`src/hw/rtl/rgbcf_pkg.sv`:
```
// Shared types and constants for the RGB convolution filter.
package rgbcf_pkg;

  localparam int MAX_WIDTH = 1024;
  localparam int BLUR_SIZE = 5;
  localparam int COL_W = $clog2(MAX_WIDTH);
  localparam int WIDTH_W = COL_W + 1;
  localparam int LAG_W = WIDTH_W + 1;
  localparam int ROW_W = 16;
  localparam int BANKS = 4;
  localparam int BANK_W = 2;
  localparam int CH_W = 8;
  localparam int N_CH = 3;
  localparam int PIX_W = CH_W * N_CH;

  localparam int CFG_IDX_W = 2;
  localparam int CFG_DATA_W = 16;
  localparam int CFG_WIDTH_BITS = 11;

  localparam int QDEPTH = 4;
  localparam int QPTR_W = $clog2(QDEPTH);
  localparam int QCNT_W = $clog2(QDEPTH + 1);

  // Blur sum peaks at 27 * 255; divide by 27 as multiply by ceil(2^18 / 27)
  localparam int BLUR_SUM_W = 13;
  localparam int DIV27_W = 14;
  localparam logic [DIV27_W-1:0] DIV27_MULT = 14'd9710;
  localparam int DIV27_SHIFT = 18;
  localparam int SHARP_POS_W = 11;
  localparam int SHARP_NEG_W = 10;
  localparam logic [CH_W-1:0] CH_MAX = 8'd255;

  localparam logic [CFG_IDX_W-1:0] CFG_MODE = 2'd0;
  localparam logic [CFG_IDX_W-1:0] CFG_WIDTH = 2'd1;
  localparam logic [CFG_IDX_W-1:0] CFG_HEIGHT = 2'd2;

  localparam logic CMD_PIXEL = 1'b0;
  localparam logic CMD_DRAIN = 1'b1;

  localparam logic MODE_BLUR = 1'b0;
  localparam logic MODE_SHARPEN = 1'b1;

  localparam logic [CFG_WIDTH_BITS-1:0] RST_WIDTH = 11'd640;
  localparam logic [ROW_W-1:0] RST_HEIGHT = 16'd480;

  typedef struct packed {
    logic            command;
    logic [CH_W-1:0] red_in;
    logic [CH_W-1:0] green_in;
    logic [CH_W-1:0] blue_in;
  } in_item_t;

  typedef struct packed {
    logic [CH_W-1:0] red_out;
    logic [CH_W-1:0] green_out;
    logic [CH_W-1:0] blue_out;
    logic            frame_end;
  } out_item_t;

  typedef struct packed {
    logic emit;
    logic interior;
    logic mode;
    logic frame_end;
  } ctrl_t;

  typedef struct packed {
    logic [PIX_W-1:0]  pix;
    logic [COL_W-1:0]  col;
    logic [BANK_W-1:0] bank;
    ctrl_t             ctrl;
  } op_t;

endpackage

```
`src/hw/rtl/rgbcf_queue.sv`:
```
// Short op queue between the classifying front and the filter back end.
module rgbcf_queue (
  input  logic              clk,
  input  logic              rst_n,
  input  logic              push,
  input  rgbcf_pkg::op_t    push_op,
  input  logic              pop,
  output logic              full,
  output logic              empty,
  output rgbcf_pkg::op_t    head_op
);

  localparam int QPTR_W = rgbcf_pkg::QPTR_W;
  localparam int QCNT_W = rgbcf_pkg::QCNT_W;

  rgbcf_pkg::op_t q_mem_r [rgbcf_pkg::QDEPTH];
  logic [QPTR_W-1:0] wr_ptr_r;
  logic [QPTR_W-1:0] rd_ptr_r;
  logic [QCNT_W-1:0] cnt_r;

  assign full = cnt_r == QCNT_W'(rgbcf_pkg::QDEPTH);
  assign empty = cnt_r == '0;
  assign head_op = q_mem_r[rd_ptr_r];

  always_ff @(posedge clk) begin
    if (!rst_n) begin
      wr_ptr_r <= '0;
      rd_ptr_r <= '0;
      cnt_r <= '0;
    end else begin
      if (push) begin
        wr_ptr_r <= wr_ptr_r + QPTR_W'(1);
      end
      if (pop) begin
        rd_ptr_r <= rd_ptr_r + QPTR_W'(1);
      end
      case ({push, pop})
        2'b10: cnt_r <= cnt_r + QCNT_W'(1);
        2'b01: cnt_r <= cnt_r - QCNT_W'(1);
        default: cnt_r <= cnt_r;
      endcase
    end
  end

  always_ff @(posedge clk) begin
    if (push) begin
      q_mem_r[wr_ptr_r] <= push_op;
    end
  end

`ifndef SYNTHESIS
  a_cnt_bound: assert property (@(posedge clk) disable iff (!rst_n)
    cnt_r <= QCNT_W'(rgbcf_pkg::QDEPTH))
    else $error("op queue count out of range");
`endif

endmodule

```
`config.mk`:
```
export PLATFORM = sky130hd
export DESIGN_NAME = rgbcf_queue
export DESIGN_NICKNAME = d
export VERILOG_FILES = /design/src/hw/rtl/rgbcf_pkg.sv /design/src/hw/rtl/rgbcf_queue.sv
export SDC_FILE = /design/constraint.sdc
export NUM_CORES = 1
export LEC_CHECK = 0
export BUFFER_PORTS_ARGS = -buffer_cell sky130_fd_sc_hd__buf_2
export CAP_MARGIN = 20
export CORE_UTILIZATION = 55
export DETAILED_ROUTE_END_ITERATION = 10
export GPL_ROUTABILITY_DRIVEN = 0
export GPL_TIMING_DRIVEN = 0
export HOLD_SLACK_MARGIN = 0.03
export PLACE_DENSITY = 0.85
export SYNTH_ARGS = -nofsm -noshare
export SYNTH_HDL_FRONTEND = slang
export SYNTH_SLANG_ARGS = --single-unit
export TNS_END_PERCENT = 5
```
`constraint.sdc`:
```
create_clock -name clk -period 2.5 [get_ports clk]
set_clock_uncertainty 0.05 [all_clocks]
set_input_delay 0.125 -clock clk [delete_from_list [all_inputs] [get_ports clk]]
set_output_delay 0.125 -clock clk [all_outputs]
set_load 0.01 [all_outputs]
```
### Yosys cells after proc, flatten, opt, wreduce, memory -nomap -nowiden

Memories as Yosys holds them, arrays and structs flattened. A register that Yosys moved wholly into a read port is not among the register bits.
Cells that the tools add are included.

| operators by class | value |
|---|---|
| add/subtract/negate cells | 4 |
| equality and inequality tests | 3 |
| multiplexer cells | 5 |
| reduce and logical (&&, ||, !) cells | 2 |

Operators by type and width:

| cell | count |
|---|---|
| 3-bit one-hot mux with 2 select lines | 1 |
| 2-bit by 1-bit adder with 2-bit output, second input constant | 2 |
| 2-bit 2-to-1 mux | 2 |
| 3-bit by 1-bit adder with 3-bit output, second input constant | 1 |
| 3-bit == test, second input constant | 1 |
| 3-bit logical NOT | 1 |
| 3-bit by 1-bit subtractor with 3-bit output, second input constant | 1 |
| 2-bit by 1-bit == test with 1-bit output, second input constant | 1 |
| 2-bit == test, second input constant | 1 |
| 1-bit 2-to-1 mux | 2 |
| 2-bit nonzero test | 1 |

| storage, ports and cells | value |
|---|---|
| RAM bits | 160 |
| bits of input ports | 44 |
| output and inout bits | 42 |
| word-level logic and storage cells | 18 |
| bits in registers | 7 |
| memories | 1 |

Memories:

| name | depth | bits a word | rd ports | clocked after Yosys merged registers in | write ports | RTL line | RTL |
|---|---|---|---|---|---|---|---|
| q_mem_r | 4 | 40 | 1 | 1 | 1 | rgbcf_queue.sv:16 | `rgbcf_pkg::op_t q_mem_r [rgbcf_pkg::QDEPTH];` |

### Logic depth before layout (Yosys ltp)

| depth | value |
|---|---|
| depth after elaboration | 3 |
| mapped depth | 7 |
| mapped depth without buffers | 7 |

### Worst setup path after synthesis

No wires, ideal clock.

| path | value |
|---|---|
| kind | register to register |
| start point | register wr_ptr_r[0] |
| end point | memory q_mem_r[2][0] (netlist bit) (enable) |
| data arrival time | 1.509 ns |
| stages on the path, launching flop included | 4 |
| path slack | 0.540 ns |
| buffers on the path | 0 |
| cells stage by stage | dfxtp_1 -> inv_1 -> ha_1 -> and2_1 |

RTL lines:

| element | RTL line | RTL |
|---|---|---|
| start: declaration | rgbcf_queue.sv:17 | `logic [QPTR_W-1:0] wr_ptr_r;` |
| start signal: assignment | rgbcf_queue.sv:32 | `wr_ptr_r <= wr_ptr_r + QPTR_W'(1);` |
| end: declaration | rgbcf_queue.sv:16 |  |

No word-level cell before the write port.

==> impl_metrics.tcl <==
set metrics [dict create \
    finalNetCount 454 \
    drt-vias-per-instance 5.442 \
    worst_path_required_time_ns 2.33 \
    syn_nets 305 \
    crit_chain "buf_6 > buf_12 > mux4_2 > buf_2" \
    initial_core_utilization 0.5706 \
    floorplan.io_pins 86 \
    p_comb_frac 0.106 \
    dr.pass1.iters 4 \
    hp-start "push" \
    grt_first_pass_wirelength_um 16860 \
    clock_power_share 0.393 \
    placeableCoreArea_um2 10980 \
    syn-instance-count 255 \
    power_switching_share 0.2096 \
    tritoncts "done" \
    hold_slack_ns 0.07003 \
    final_report_hold_violation_count 0 \
    grt_setup_unrepaired "false" \
    routed_wirelength_um 10880 \
    flow.area_growth_from_synthesis_pct 27.09 \
    min_path_type "in2reg" \
    switching_power_uw 1374 \
    grt_max_degree 29 \
    critical_path_class "reg2out" \
    vias_in_the_first_global_route 3272 \
    final_antenna_net_count 0 \
    synth_enable_flop_cells 160 \
    clk_transition_reported_paths_ns 0.06 \
    cp_data_arrival_time_ns 1.72 \
    final_core_utilization 0.7252 \
    globalRouteTotalUtil 0.2039 \
    dp_hpwl_um 6399 \
    synth_most_common_cell "sky130_fd_sc_hd__edfxtp_1" \
    port_buffers 85 \
    critical_path.startpoint_type "flop" \
    cts-htree-levels 4 \
    post-synth-top-area-cell "sky130_fd_sc_hd__edfxtp_1" \
    synth-main-ff-cell "sky130_fd_sc_hd__edfxtp_1" \
    cts_buf_count 17 \
    power_frac_seq 0.501 \
    ffs_w_async_s_r_synth 0 \
    clk_path_buf_depth 2 \
    synth_sequential_area_ratio 0.7954 \
    ys_types 20 \
    critPathCaptureType "output pin" \
    r2r_start "cnt_r[0]" \
    report.final.setup_viol 0 \
    timing_max_transition_violations_final 0 \
    clock_sink_count 169 \
    period_needed_ns 1.895 \
    wl_per_cell_um 19.53 \
    die_area_um2 11830 \
    clk_latency_ns 0.41 \
    worst_path_largest_cell_delay_ns 0.53 \
    critical_path_buf_inv_count 3 \
    grt_antenna_before_repair 0 \
    die-height_um 108.7 \
    crit_slowest_cell "sky130_fd_sc_hd__mux4_2" \
    clock_tree.root_cell "sky130_fd_sc_hd__clkbuf_16" \
    width_of_the_die_um 108.7 \
    synth_top_cell_area_share 0.7666 \
    overflow 0 \
    synth_common_cells "sky130_fd_sc_hd__edfxtp_1, sky130_fd_sc_hd__mux4_2, sky130_fd_sc_hd__and2_1" \
    power.leakage_uw 0.002792 \
    synth_seq_cells 169 \
    synth_area_um2 6267 \
    crit_fanout 10 \
    power_density_nw_per_um2 822.7 \
    fin_ws_ns 0.6046 \
    worst-slew-pin-transition_ns 0.4946 \
    fillerInstances 640 \
    diodes 0 \
    vdd_ir_drop_max_v 0.0004180 \
    final_cycle_utilization_of_the_critical_path 0.7582 \
    route.vias.total 3031 \
    power.internal_uw 5179 \
    run_status "finished clean" \
    synthTopCellsByArea "sky130_fd_sc_hd__edfxtp_1, sky130_fd_sc_hd__mux4_2, sky130_fd_sc_hd__dfxtp_1, sky130_fd_sc_hd__buf_12, sky130_fd_sc_hd__and2_1" \
    number_of_remaining_drc_errors 0 \
    maxCapViolations 0 \
    slew-limit-headroom 0.6703 \
    total_power_uw 6553 \
    rows 38 \
    post-place-ws_ns 0.6893 \
    drive_gt1_frac 0.4149 \
    drt-initial-drc-count 155 \
    syn_avg_cell_area_um2 24.58 \
    setup-tns-final_ns 0 \
    largest_delay_share_family_worst_path "multiplexers" \
    clock.fmax_ghz 0.5276 \
    yosys_warnings 0 \
]
## cells by family (layout without fill, tap and decap cells)
logic type,count (synthesis),count (layout),synth area share
AOI/OAI and AO/OA,3,3,0.002795
xor gates and xnor gates,5,5,0.006989
adders and majority gates,6,6,0.01318
buffers and inverters,15,177,0.02136
DFF,169,169,0.7954
muxes,41,41,0.1453
and+or+nand+nor,16,16,0.01497
## power groups by stage
stage	clock (uW)	combinational, uW	sequential, uW
global route	2730	750	3290
CTS	2620	705	3290
global placement	0	611	3340
detailed placement	0	650	3340
floorplan	0	394	3330
finish	2580	692	3280
## per-layer routing
metal,vias to the layer above,wire length (um),global-route usage
met5,-,0,0
met4,0,149,0.07432
met3,12,420,0.05439
met2,85,5876,0.3576
li1,1360,-,-
met1,1574,4432,0.2426
## through the flow
step | std cells | instance area [um^2]
2_1_floorplan | 255 | 6267
3_3_place_gp | 480 | 6868
3_5_place_dp | 484 | 6953
4_1_cts | 557 | 7965
5_1_grt | 557 | 7965
6_report | 557 | 7965
## cell type report
type / count / area, um^2 / area share
flip-flops and latches: 169 / 4985 / 0.6258
multi-input cells: 71 / 1154 / 0.1448
repair buffers: 130 / 915.9 / 0.1150
clock buffers: 22 / 484.2 / 0.06079
well taps: 140 / 175.2 / 0.02199
clock inverters: 10 / 117.6 / 0.01477
plain buffers: 9 / 111.4 / 0.01398
inverters: 6 / 22.52 / 0.002828
## cells in the final DEF (no fill, tap or decap), drive strengths merged
master	count
dlygate4sd3	41
clkinvlp	1
a21boi	1
mux2i	1
dfxtp	9
clkinv	7
nor3	1
nand2	2
ha	5
clkbuf	22
xnor2	2
bufinv	2
or3	1
edfxtp	160
nor2b	1
and3	1
fa	1
and2	10
inv	6
mux4	40
buf	98
xor2	3
o21ai	2
## sequential cells by signal, indices dropped and copies added (netlist names), named ones only
name      cells
rd_ptr_r      2
q_mem_r     160
cnt_r         3
wr_ptr_r      2
## worst register-to-register path: stages, from the launching register on
cell and delay (ns):
sky130_fd_sc_hd__dfxtp_1 0.37, sky130_fd_sc_hd__inv_1 0.09, sky130_fd_sc_hd__fa_1 0.44, sky130_fd_sc_hd__xor2_1 0.17, sky130_fd_sc_hd__or3_1 0.31, sky130_fd_sc_hd__a21boi_0 0.22
## final timing paths
check | to | slack [ns] | cells after the start
worst min register to register | flop | 0.54 | 2
worst min-delay path | wr_ptr_r[1] | 0.07 | 3
worst max register to register | cnt_r[2] | 0.75 | 5
worst max-delay path | head_op[25] | 0.60 | 4
## timing repair
action / CTS / global route
hold buffers: 41 / 0
endpoints found under the hold margin: 169 / 0
gates resized for setup: 0 / 0
buffers inserted: 0 / 0
setup endpoints to repair: 0 / 0
No activity file was read; power rests on OpenSTA's default activity.
