## src/hw/rtl/rgbcf_pkg.sv

```systemverilog
// Shared types and constants for the RGB convolution filter.
package rgbcf_pkg;

  localparam int MAX_WIDTH = 1024;
  localparam int BLUR_SIZE = 5;
  localparam int COL_W = $clog2(MAX_WIDTH);
  localparam int WIDTH_W = COL_W + 1;
  localparam int LAG_W = WIDTH_W + 1;
  localparam int ROW_W = 16;
  localparam int BANKS = 4;
  localparam int BANK_W = 2;
  localparam int CH_W = 8;
  localparam int N_CH = 3;
  localparam int PIX_W = CH_W * N_CH;

  localparam int CFG_IDX_W = 2;
  localparam int CFG_DATA_W = 16;
  localparam int CFG_WIDTH_BITS = 11;

  localparam int QDEPTH = 4;
  localparam int QPTR_W = $clog2(QDEPTH);
  localparam int QCNT_W = $clog2(QDEPTH + 1);

  // Blur sum peaks at 27 * 255; divide by 27 as multiply by ceil(2^18 / 27)
  localparam int BLUR_SUM_W = 13;
  localparam int DIV27_W = 14;
  localparam logic [DIV27_W-1:0] DIV27_MULT = 14'd9710;
  localparam int DIV27_SHIFT = 18;
  localparam int SHARP_POS_W = 11;
  localparam int SHARP_NEG_W = 10;
  localparam logic [CH_W-1:0] CH_MAX = 8'd255;

  localparam logic [CFG_IDX_W-1:0] CFG_MODE = 2'd0;
  localparam logic [CFG_IDX_W-1:0] CFG_WIDTH = 2'd1;
  localparam logic [CFG_IDX_W-1:0] CFG_HEIGHT = 2'd2;

  localparam logic CMD_PIXEL = 1'b0;
  localparam logic CMD_DRAIN = 1'b1;

  localparam logic MODE_BLUR = 1'b0;
  localparam logic MODE_SHARPEN = 1'b1;

  localparam logic [CFG_WIDTH_BITS-1:0] RST_WIDTH = 11'd640;
  localparam logic [ROW_W-1:0] RST_HEIGHT = 16'd480;

  typedef struct packed {
    logic            command;
    logic [CH_W-1:0] red_in;
    logic [CH_W-1:0] green_in;
    logic [CH_W-1:0] blue_in;
  } in_item_t;

  typedef struct packed {
    logic [CH_W-1:0] red_out;
    logic [CH_W-1:0] green_out;
    logic [CH_W-1:0] blue_out;
    logic            frame_end;
  } out_item_t;

  typedef struct packed {
    logic emit;
    logic interior;
    logic mode;
    logic frame_end;
  } ctrl_t;

  typedef struct packed {
    logic [PIX_W-1:0]  pix;
    logic [COL_W-1:0]  col;
    logic [BANK_W-1:0] bank;
    ctrl_t             ctrl;
  } op_t;

endpackage

```

## src/hw/rtl/rgbcf_front.sv

```systemverilog
// Front end: config registers, frame counters and op classification.
module rgbcf_front (
  input  logic                                 clk,
  input  logic                                 rst_n,
  input  logic                                 in_valid,
  output logic                                 in_ready,
  input  rgbcf_pkg::in_item_t                  in_data,
  input  logic                                 cfg_we,
  input  logic [rgbcf_pkg::CFG_IDX_W-1:0]      cfg_index,
  input  logic [rgbcf_pkg::CFG_DATA_W-1:0]     cfg_data,
  input  logic                                 q_full,
  output logic                                 push,
  output rgbcf_pkg::op_t                       push_op
);

  localparam int COL_W = rgbcf_pkg::COL_W;
  localparam int WIDTH_W = rgbcf_pkg::WIDTH_W;
  localparam int LAG_W = rgbcf_pkg::LAG_W;
  localparam int ROW_W = rgbcf_pkg::ROW_W;
  localparam int ROWX_W = ROW_W + 1;
  localparam int BANK_W = rgbcf_pkg::BANK_W;
  localparam int CFGW_W = rgbcf_pkg::CFG_WIDTH_BITS;

  logic              mode_cfg_r;
  logic [CFGW_W-1:0] width_cfg_r;
  logic [ROW_W-1:0]  height_cfg_r;

  logic              act_mode_r, act_mode_nxt;
  logic [WIDTH_W-1:0] act_w_r, act_w_nxt;
  logic [ROW_W-1:0]  act_h_r, act_h_nxt;
  logic [LAG_W-1:0]  lag_r, lag_nxt;
  logic [COL_W-1:0]  in_col_r, in_col_nxt;
  logic [ROW_W-1:0]  in_row_r, in_row_nxt;
  logic [COL_W-1:0]  out_col_r, out_col_nxt;
  logic [ROW_W-1:0]  out_row_r, out_row_nxt;
  logic              done_r, done_nxt;

  logic              is_pix, ignore, clr, latch, emit, interior, frame_last;
  logic [COL_W-1:0]  ic, oc;
  logic [ROW_W-1:0]  ir, orow, ir_inc, orow_inc;
  logic [WIDTH_W-1:0] w_cl, w_eff, ic_inc, oc_inc;
  logic [ROW_W-1:0]  h_cl, h_eff;
  logic [LAG_W-1:0]  lag_new, lag_eff;
  logic              mode_eff, in_wrap, out_wrap;
  logic [1:0]        rad;

  always_comb begin
    in_ready = !q_full;
    is_pix = in_data.command == rgbcf_pkg::CMD_PIXEL;
    ignore = !is_pix && !done_r;
    push = in_valid && !q_full && !ignore;

    // A pixel after the last one of a frame starts over
    clr = is_pix && done_r;
    ic = clr ? '0 : in_col_r;
    ir = clr ? '0 : in_row_r;
    oc = clr ? '0 : out_col_r;
    orow = clr ? '0 : out_row_r;
    latch = is_pix && (ic == '0) && (ir == '0);

    if (width_cfg_r == '0) begin
      w_cl = WIDTH_W'(1);
    end else if (32'(width_cfg_r) > rgbcf_pkg::MAX_WIDTH) begin
      w_cl = WIDTH_W'(rgbcf_pkg::MAX_WIDTH);
    end else begin
      w_cl = WIDTH_W'(width_cfg_r);
    end
    h_cl = (height_cfg_r == '0) ? ROW_W'(1) : height_cfg_r;
    if (mode_cfg_r == rgbcf_pkg::MODE_SHARPEN) begin
      lag_new = LAG_W'(w_cl) + LAG_W'(1);
    end else begin
      lag_new = {w_cl, 1'b0} + LAG_W'(2);
    end

    mode_eff = latch ? mode_cfg_r : act_mode_r;
    w_eff = latch ? w_cl : act_w_r;
    h_eff = latch ? h_cl : act_h_r;
    lag_eff = latch ? lag_new : lag_r;
    emit = lag_eff == '0;
    rad = (mode_eff == rgbcf_pkg::MODE_SHARPEN) ? 2'd1 : 2'd2;

    ic_inc = {1'b0, ic} + WIDTH_W'(1);
    in_wrap = ic_inc >= w_eff;
    ir_inc = ir + ROW_W'(1);
    oc_inc = {1'b0, oc} + WIDTH_W'(1);
    out_wrap = oc_inc >= w_eff;
    orow_inc = orow + ROW_W'(1);

    interior = ({1'b0, oc} >= WIDTH_W'(rad)) &&
               ({1'b0, oc} + WIDTH_W'(rad) < w_eff) &&
               (orow >= ROW_W'(rad)) &&
               ({1'b0, orow} + ROWX_W'(rad) < {1'b0, h_eff});
    frame_last = emit && out_wrap && (orow_inc >= h_eff);

    push_op.pix = is_pix ? {in_data.red_in, in_data.green_in, in_data.blue_in} : '0;
    push_op.col = ic;
    push_op.bank = ir[BANK_W-1:0];
    push_op.ctrl.emit = emit;
    push_op.ctrl.interior = interior;
    push_op.ctrl.mode = mode_eff;
    push_op.ctrl.frame_end = frame_last;

    act_mode_nxt = act_mode_r;
    act_w_nxt = act_w_r;
    act_h_nxt = act_h_r;
    lag_nxt = lag_r;
    in_col_nxt = in_col_r;
    in_row_nxt = in_row_r;
    out_col_nxt = out_col_r;
    out_row_nxt = out_row_r;
    done_nxt = done_r;
    if (push) begin
      act_mode_nxt = mode_eff;
      act_w_nxt = w_eff;
      act_h_nxt = h_eff;
      lag_nxt = emit ? '0 : lag_eff - LAG_W'(1);
      in_col_nxt = in_wrap ? '0 : ic_inc[COL_W-1:0];
      in_row_nxt = in_wrap ? ir_inc : ir;
      done_nxt = (done_r && !clr) || (is_pix && in_wrap && (ir_inc >= h_eff));
      out_col_nxt = oc;
      out_row_nxt = orow;
      if (emit) begin
        out_col_nxt = out_wrap ? '0 : oc_inc[COL_W-1:0];
        out_row_nxt = out_wrap ? orow_inc : orow;
      end
      // Last result of the frame: drop back to idle
      if (frame_last) begin
        in_col_nxt = '0;
        in_row_nxt = '0;
        out_col_nxt = '0;
        out_row_nxt = '0;
        done_nxt = 1'b0;
      end
    end
  end

  always_ff @(posedge clk) begin
    if (!rst_n) begin
      mode_cfg_r <= rgbcf_pkg::MODE_BLUR;
      width_cfg_r <= rgbcf_pkg::RST_WIDTH;
      height_cfg_r <= rgbcf_pkg::RST_HEIGHT;
      act_mode_r <= rgbcf_pkg::MODE_BLUR;
      act_w_r <= WIDTH_W'(rgbcf_pkg::RST_WIDTH);
      act_h_r <= rgbcf_pkg::RST_HEIGHT;
      lag_r <= '0;
      in_col_r <= '0;
      in_row_r <= '0;
      out_col_r <= '0;
      out_row_r <= '0;
      done_r <= 1'b0;
    end else begin
      if (cfg_we) begin
        case (cfg_index)
          rgbcf_pkg::CFG_MODE: mode_cfg_r <= cfg_data[0];
          rgbcf_pkg::CFG_WIDTH: width_cfg_r <= cfg_data[CFGW_W-1:0];
          rgbcf_pkg::CFG_HEIGHT: height_cfg_r <= cfg_data;
          default: ;
        endcase
      end
      act_mode_r <= act_mode_nxt;
      act_w_r <= act_w_nxt;
      act_h_r <= act_h_nxt;
      lag_r <= lag_nxt;
      in_col_r <= in_col_nxt;
      in_row_r <= in_row_nxt;
      out_col_r <= out_col_nxt;
      out_row_r <= out_row_nxt;
      done_r <= done_nxt;
    end
  end

`ifndef SYNTHESIS
  a_frame_end_clears: assert property (@(posedge clk) disable iff (!rst_n)
    push && push_op.ctrl.frame_end |=>
      (in_col_r == '0) && (in_row_r == '0) && (out_col_r == '0) && !done_r)
    else $error("counters not cleared after frame end");
  a_row_in_frame: assert property (@(posedge clk) disable iff (!rst_n)
    !done_r |-> (in_row_r < act_h_r) && (out_row_r < act_h_r))
    else $error("row counter past frame height");
`endif

endmodule

```

## config.mk

```make
export PLATFORM = sky130hd
export DESIGN_NAME = rgbcf_front
export DESIGN_NICKNAME = d
export VERILOG_FILES = /design/src/hw/rtl/rgbcf_pkg.sv /design/src/hw/rtl/rgbcf_front.sv
export SDC_FILE = /design/constraint.sdc
export NUM_CORES = 1
export LEC_CHECK = 0
export ABC_AREA = 1
export ABC_CLOCK_PERIOD_IN_PS = 11500
export BUFFER_PORTS_ARGS = -buffer_cell sky130_fd_sc_hd__buf_4
export CAP_MARGIN = 25
export CORE_MARGIN = 2
export CORE_UTILIZATION = 50
export CTS_CLUSTER_SIZE = 28
export DETAILED_ROUTE_END_ITERATION = 10
export GPL_TIMING_DRIVEN = 1
export PLACE_DENSITY_LB_ADDON = 0.2
export SLEW_MARGIN = 20
export SYNTH_ARGS = -nofsm -noshare
export SYNTH_HDL_FRONTEND = slang
export SYNTH_SLANG_ARGS = --single-unit
```

## constraint.sdc

```tcl
create_clock -name clk -period 11.5 [get_ports clk]
set_input_delay 0.575 -clock clk [delete_from_list [all_inputs] [get_ports clk]]
set_output_delay 0.575 -clock clk [all_outputs]
set_load 0.02 [all_outputs]
```

Word-level counts from Yosys, hierarchy flattened
Cells that the tools add are included.

storage, ports and cells
  bits in registers = 121
  bits of input ports = 48
  output and inout port bits = 42
  logic and storage cells = 87

operators by class
  add/sub/neg operators = 9
  order comparisons = 9
  equal/unequal tests = 2
  muxes and demuxes = 26
  bitwise logic cells = 1
  reduce and logical (&&, ||, !) cells = 28

operator list
  operator                                                              number
  16-bit 2-to-1 mux                                                     9
  10-bit 2-to-1 mux                                                     7
  12-bit 2-to-1 mux                                                     3
  11-bit 2-to-1 mux                                                     3
  16-bit by 1-bit adder with 16-bit output, second input constant       2
  16-bit >= comparator                                                  2
  16-bit logical NOT                                                    2
  24-bit 2-to-1 mux                                                     1
  10-bit by 1-bit adder with 11-bit output, second input constant       2
  11-bit >= comparator                                                  2
  16-bit by 2-bit adder with 17-bit output                              1
  17-bit by 16-bit < comparator with 1-bit output                       1
  16-bit by 2-bit >= comparator with 1-bit output                       1
  1-bit logical AND                                                     14
  11-bit by 1-bit adder with 12-bit output, second input constant       1
  12-bit by 2-bit adder with 12-bit output, second input constant       1
  12-bit logical NOT                                                    1
  12-bit by 1-bit subtractor with 12-bit output, second input constant  1
  10-bit by 2-bit adder with 11-bit output                              1
  11-bit greater-than comparator, second input constant                 1
  11-bit logical NOT                                                    1
  11-bit < comparator                                                   1
  10-bit by 2-bit >= comparator with 1-bit output                       1
  10-bit logical NOT                                                    1
  other kinds (9)                                                       15

Longest topological paths before layout
  depth after elaboration = 13
  depth in mapped cells = 36

Least setup slack after synthesis
Ideal clock, no wire load.

  path type = input-to-output
  from = input port in_data[24] (netlist bit)
  to = output port push_op[2] (netlist bit)
  arrival time = 6.393 ns
  slack = 4.532 ns
  stages on the path = 32
  path buffers = 7
  cell sequence = buf_4 > nor2_1 > clkbuf_1 > clkbuf_1 > buf_1 > nor2_1 > inv_1 > ha_1 > nand2_1 > nor2_1 > nand3_2 > nor2_4 > nand3_4 > buf_2 > clkbuf_1 > a21oi_1 > ha_1 > inv_1 > fa_1 > nor3_1 > nand2_1 > nor2_1 > nand2_1 > nor2_1 > xor2_1 > ha_1 > a21oi_1 > o211ai_1 > a211oi_1 > o41ai_1 > nor2_1 > buf_4

RTL lines
  item         line               RTL
  from (decl)  rgbcf_front.sv:7   input rgbcf_pkg::in_item_t in_data,
  to (decl)    rgbcf_front.sv:13  output rgbcf_pkg::op_t push_op

==> flow_metrics.tcl <==
set metrics [dict create \
    outcome "finished, final reports clean" \
    antenna_cells 0 \
    placed_cells 1953 \
    synth_seq_area_share_pct 23.1 \
    cts_buffer_depth 2 \
    cts_resized 0 \
    period_share_pct 58.5 \
    synth_nets 1806 \
    track_usage_pct 27.6 \
    drv_cap 0 \
    drt-total-wl_um 29800 \
    clock-skew-final_ns 0.00914 \
    ctsHoldBuffers 0 \
    ys.warnings.count 0 \
    gp_congestion 0.999 \
    cp_common_cell "nor2_1" \
    final_core_utilization_pct 58.0 \
    route.detailed.drc 0 \
    nFillCells 2006 \
    instances_no_fill 1985 \
    critPathCaptureType "output pin" \
    worstMarginPinSlew_ns 0.950 \
    hold_violations 0 \
    ir_worst_vdd_v 0.0000925 \
    firstDrtPassIters 5 \
    antenna_found_initial 1 \
    post-dp-hpwl_um 21900 \
    final_cell_mix "nand2_1, inv_1, nor2_1, a21oi_1, dfxtp_1" \
    ant_nets 0 \
    clock_sinks 121 \
    slew_violations 0 \
    clk_latency_ns 0.43 \
    synth-async-reset-ratio_pct 0 \
    seqPwrFrac_pct 34.4 \
    slowest_delay_ns 0.44 \
    root_buffer "clkbuf_16" \
    p_sw_mw 0.370 \
    start_kind "flop" \
    synth_edf_count 0 \
    synth_cell_types 47 \
    grt_max_degree 65 \
    crit_path_top_delay_cell "dfxtp_1" \
    layout_commonest_cell "nand2_1" \
    fin_setup_tns_ns 0 \
    worstPathArrival_ns 6.15 \
    pin_count 90 \
    die_x_um 149 \
    hp-class "primary input to flop" \
    die_h_um 149 \
    intPower_mw 0.910 \
    relSlewSlack_pct 36.5 \
    path_clk_slew_ns 0.06 \
    gr-total-overflow 0 \
    cts_htree_levels 4 \
    drtIter0Drc 762 \
    synth.area.top_cells "dfxtp_1, nand2_1, ha_1, inv_1, nor2_1" \
    start_util_pct 51.3 \
    clkPwrFrac_pct 48.0 \
    crit_type "flop to output pin" \
    vias 10543 \
    via_per_inst 5.31 \
    cts_setup_buffers 0 \
    syn_area_um2 10500 \
    finalCriticalPeriod_ns 6.73 \
    ys.flop_type "dfxtp_1" \
    syn_area_per_cell_um2 6.31 \
    path_max_fanout 40 \
    fmax_mhz 149 \
    cts_tree "done" \
    synth_top_cell_area_share_pct 23.1 \
    cp.required_ns 10.93 \
    cellPowerDensity_nw_per_um2 108 \
    rows 52 \
    setup_viol 0 \
    pre_cts_ws_ns 4.92 \
    yosysTopAreaCell "dfxtp_1" \
    port_buffers 89 \
    finalNetCount 1849 \
    comb_power_share_pct 17.5 \
    dieArea_um2 22100 \
    syn_inst 1659 \
    grt_pass1_vias 9726 \
    drt-wirelength-per-cell_um 15.0 \
    switching_share_pct 28.9 \
    rsz0062_at_grt "false" \
    core_um2 20400 \
    p_leak_nw 5.75 \
    grt_pass1_wl_um 49000 \
    setup_slack_ns 4.77 \
    area_growth_pct 13.1 \
    layout-drive-gt1-share_pct 10.0 \
    cts_buffers 17 \
    ys_ff_latch 121 \
]
flip-flops by register name (all words and copies together) (netlist names):
| signal | cells |
|---|---|
| act_w_r | 11 |
| in_col_r | 10 |
| in_row_r | 16 |
| done_r | 1 |
| width_cfg_r | 11 |
| out_col_r | 10 |
| out_row_r | 16 |
| mode_cfg_r | 1 |
| height_cfg_r | 16 |
| lag_r | 12 |
| act_mode_r | 1 |
| act_h_r | 16 |
power groups by stage:
stage               clock network, mW  logic, mW  registers [mW]
finish                          0.615      0.224           0.441
global route                    0.638      0.253           0.442
CTS                             0.618      0.223           0.441
detailed placement                  0      0.222           0.450
global placement                    0      0.218           0.449
floorplan                           0      0.158           0.447
kinds of logic (layout without fill, tap and decap cells):
logic type	Yosys count	in the layout	share of synthesized area (%)
AOI/OAI and AO/OA	295	295	15.4
xor gates and xnor gates	63	63	5.27
adders and majority gates	99	99	12.0
buffers and inverters	327	383	12.8
DFF	121	121	23.1
muxes	1	1	0.0956
and+or+nand+nor	753	753	31.3
routing by layer:
layer	global-route usage [%]	vias to the layer above	part of all wire (%)
li1	-	5444	-
met1	37.9	4764	46
met2	45.1	287	46
met3	3.73	48	5.3
met4	8.43	0	2.3
met5	0	-	0
path summary, 6_finish.rpt:
check / startpoint / to / slack (ns) / cells past startpoint
worst max-delay path: done_r$_SDFFE_PN0P_ / push_op[2] / 4.77 / 29
worst min-delay path: cfg_data[5] / height_cfg_r[5]$_SDFFE_PN1P_ / 0.38 / 3
worst max register to register: done_r$_SDFFE_PN0P_ / out_row_r[1]$_SDFFE_PN0P_ / 5.65 / 25
worst min register to register: in_col_r[0]$_SDFFE_PN0P_ / in_col_r[0]$_SDFFE_PN0P_ / 0.47 / 2
stage by stage:
stage | hold slack (ns) | total power [mW] | area [µm²]
global placement | 0.447 | 0.668 | 11200
global route | 0.398 | 1.33 | 11800
finish | 0.385 | 1.28 | 11800
floorplan | 0.437 | 0.606 | 10500
detailed placement | 0.456 | 0.671 | 11200
CTS | 0.381 | 1.28 | 11800
cells in the mapped netlist (28+ instances only):
master    instances
nand2_1         335
inv_1           250
nor2_1          218
a21oi_1         128
dfxtp_1         121
o21ai_0         112
ha_1             97
nand3_1          93
xor2_1           49
clkbuf_1         48
nor3_1           28
o211ai_1         28
worst max-delay path, delay by kind of cell, from the launching register on:
kind                       cells  cell delay (ns)
AOI/OAI and AO/OA              5             0.88
xor gates and xnor gates       1             0.17
adders and majority gates      4             1.05
buffers and inverters          7             1.08
DFF                            1             0.44
and+or+nand+nor               12             2.07
layout make-up:
| type | count | area (µm²) | area share (%) |
|---|---|---|---|
| well taps | 270 | 338 | 2.85 |
| clock inverters | 11 | 193 | 1.63 |
| inverters | 253 | 955 | 8.06 |
| clock buffers | 21 | 470 | 3.97 |
| repair buffers | 98 | 756 | 6.38 |
| flip-flops and latches | 121 | 2420 | 20.4 |
| multi-input cells | 1211 | 6710 | 56.7 |
Power figures use the tool's default switching activity.
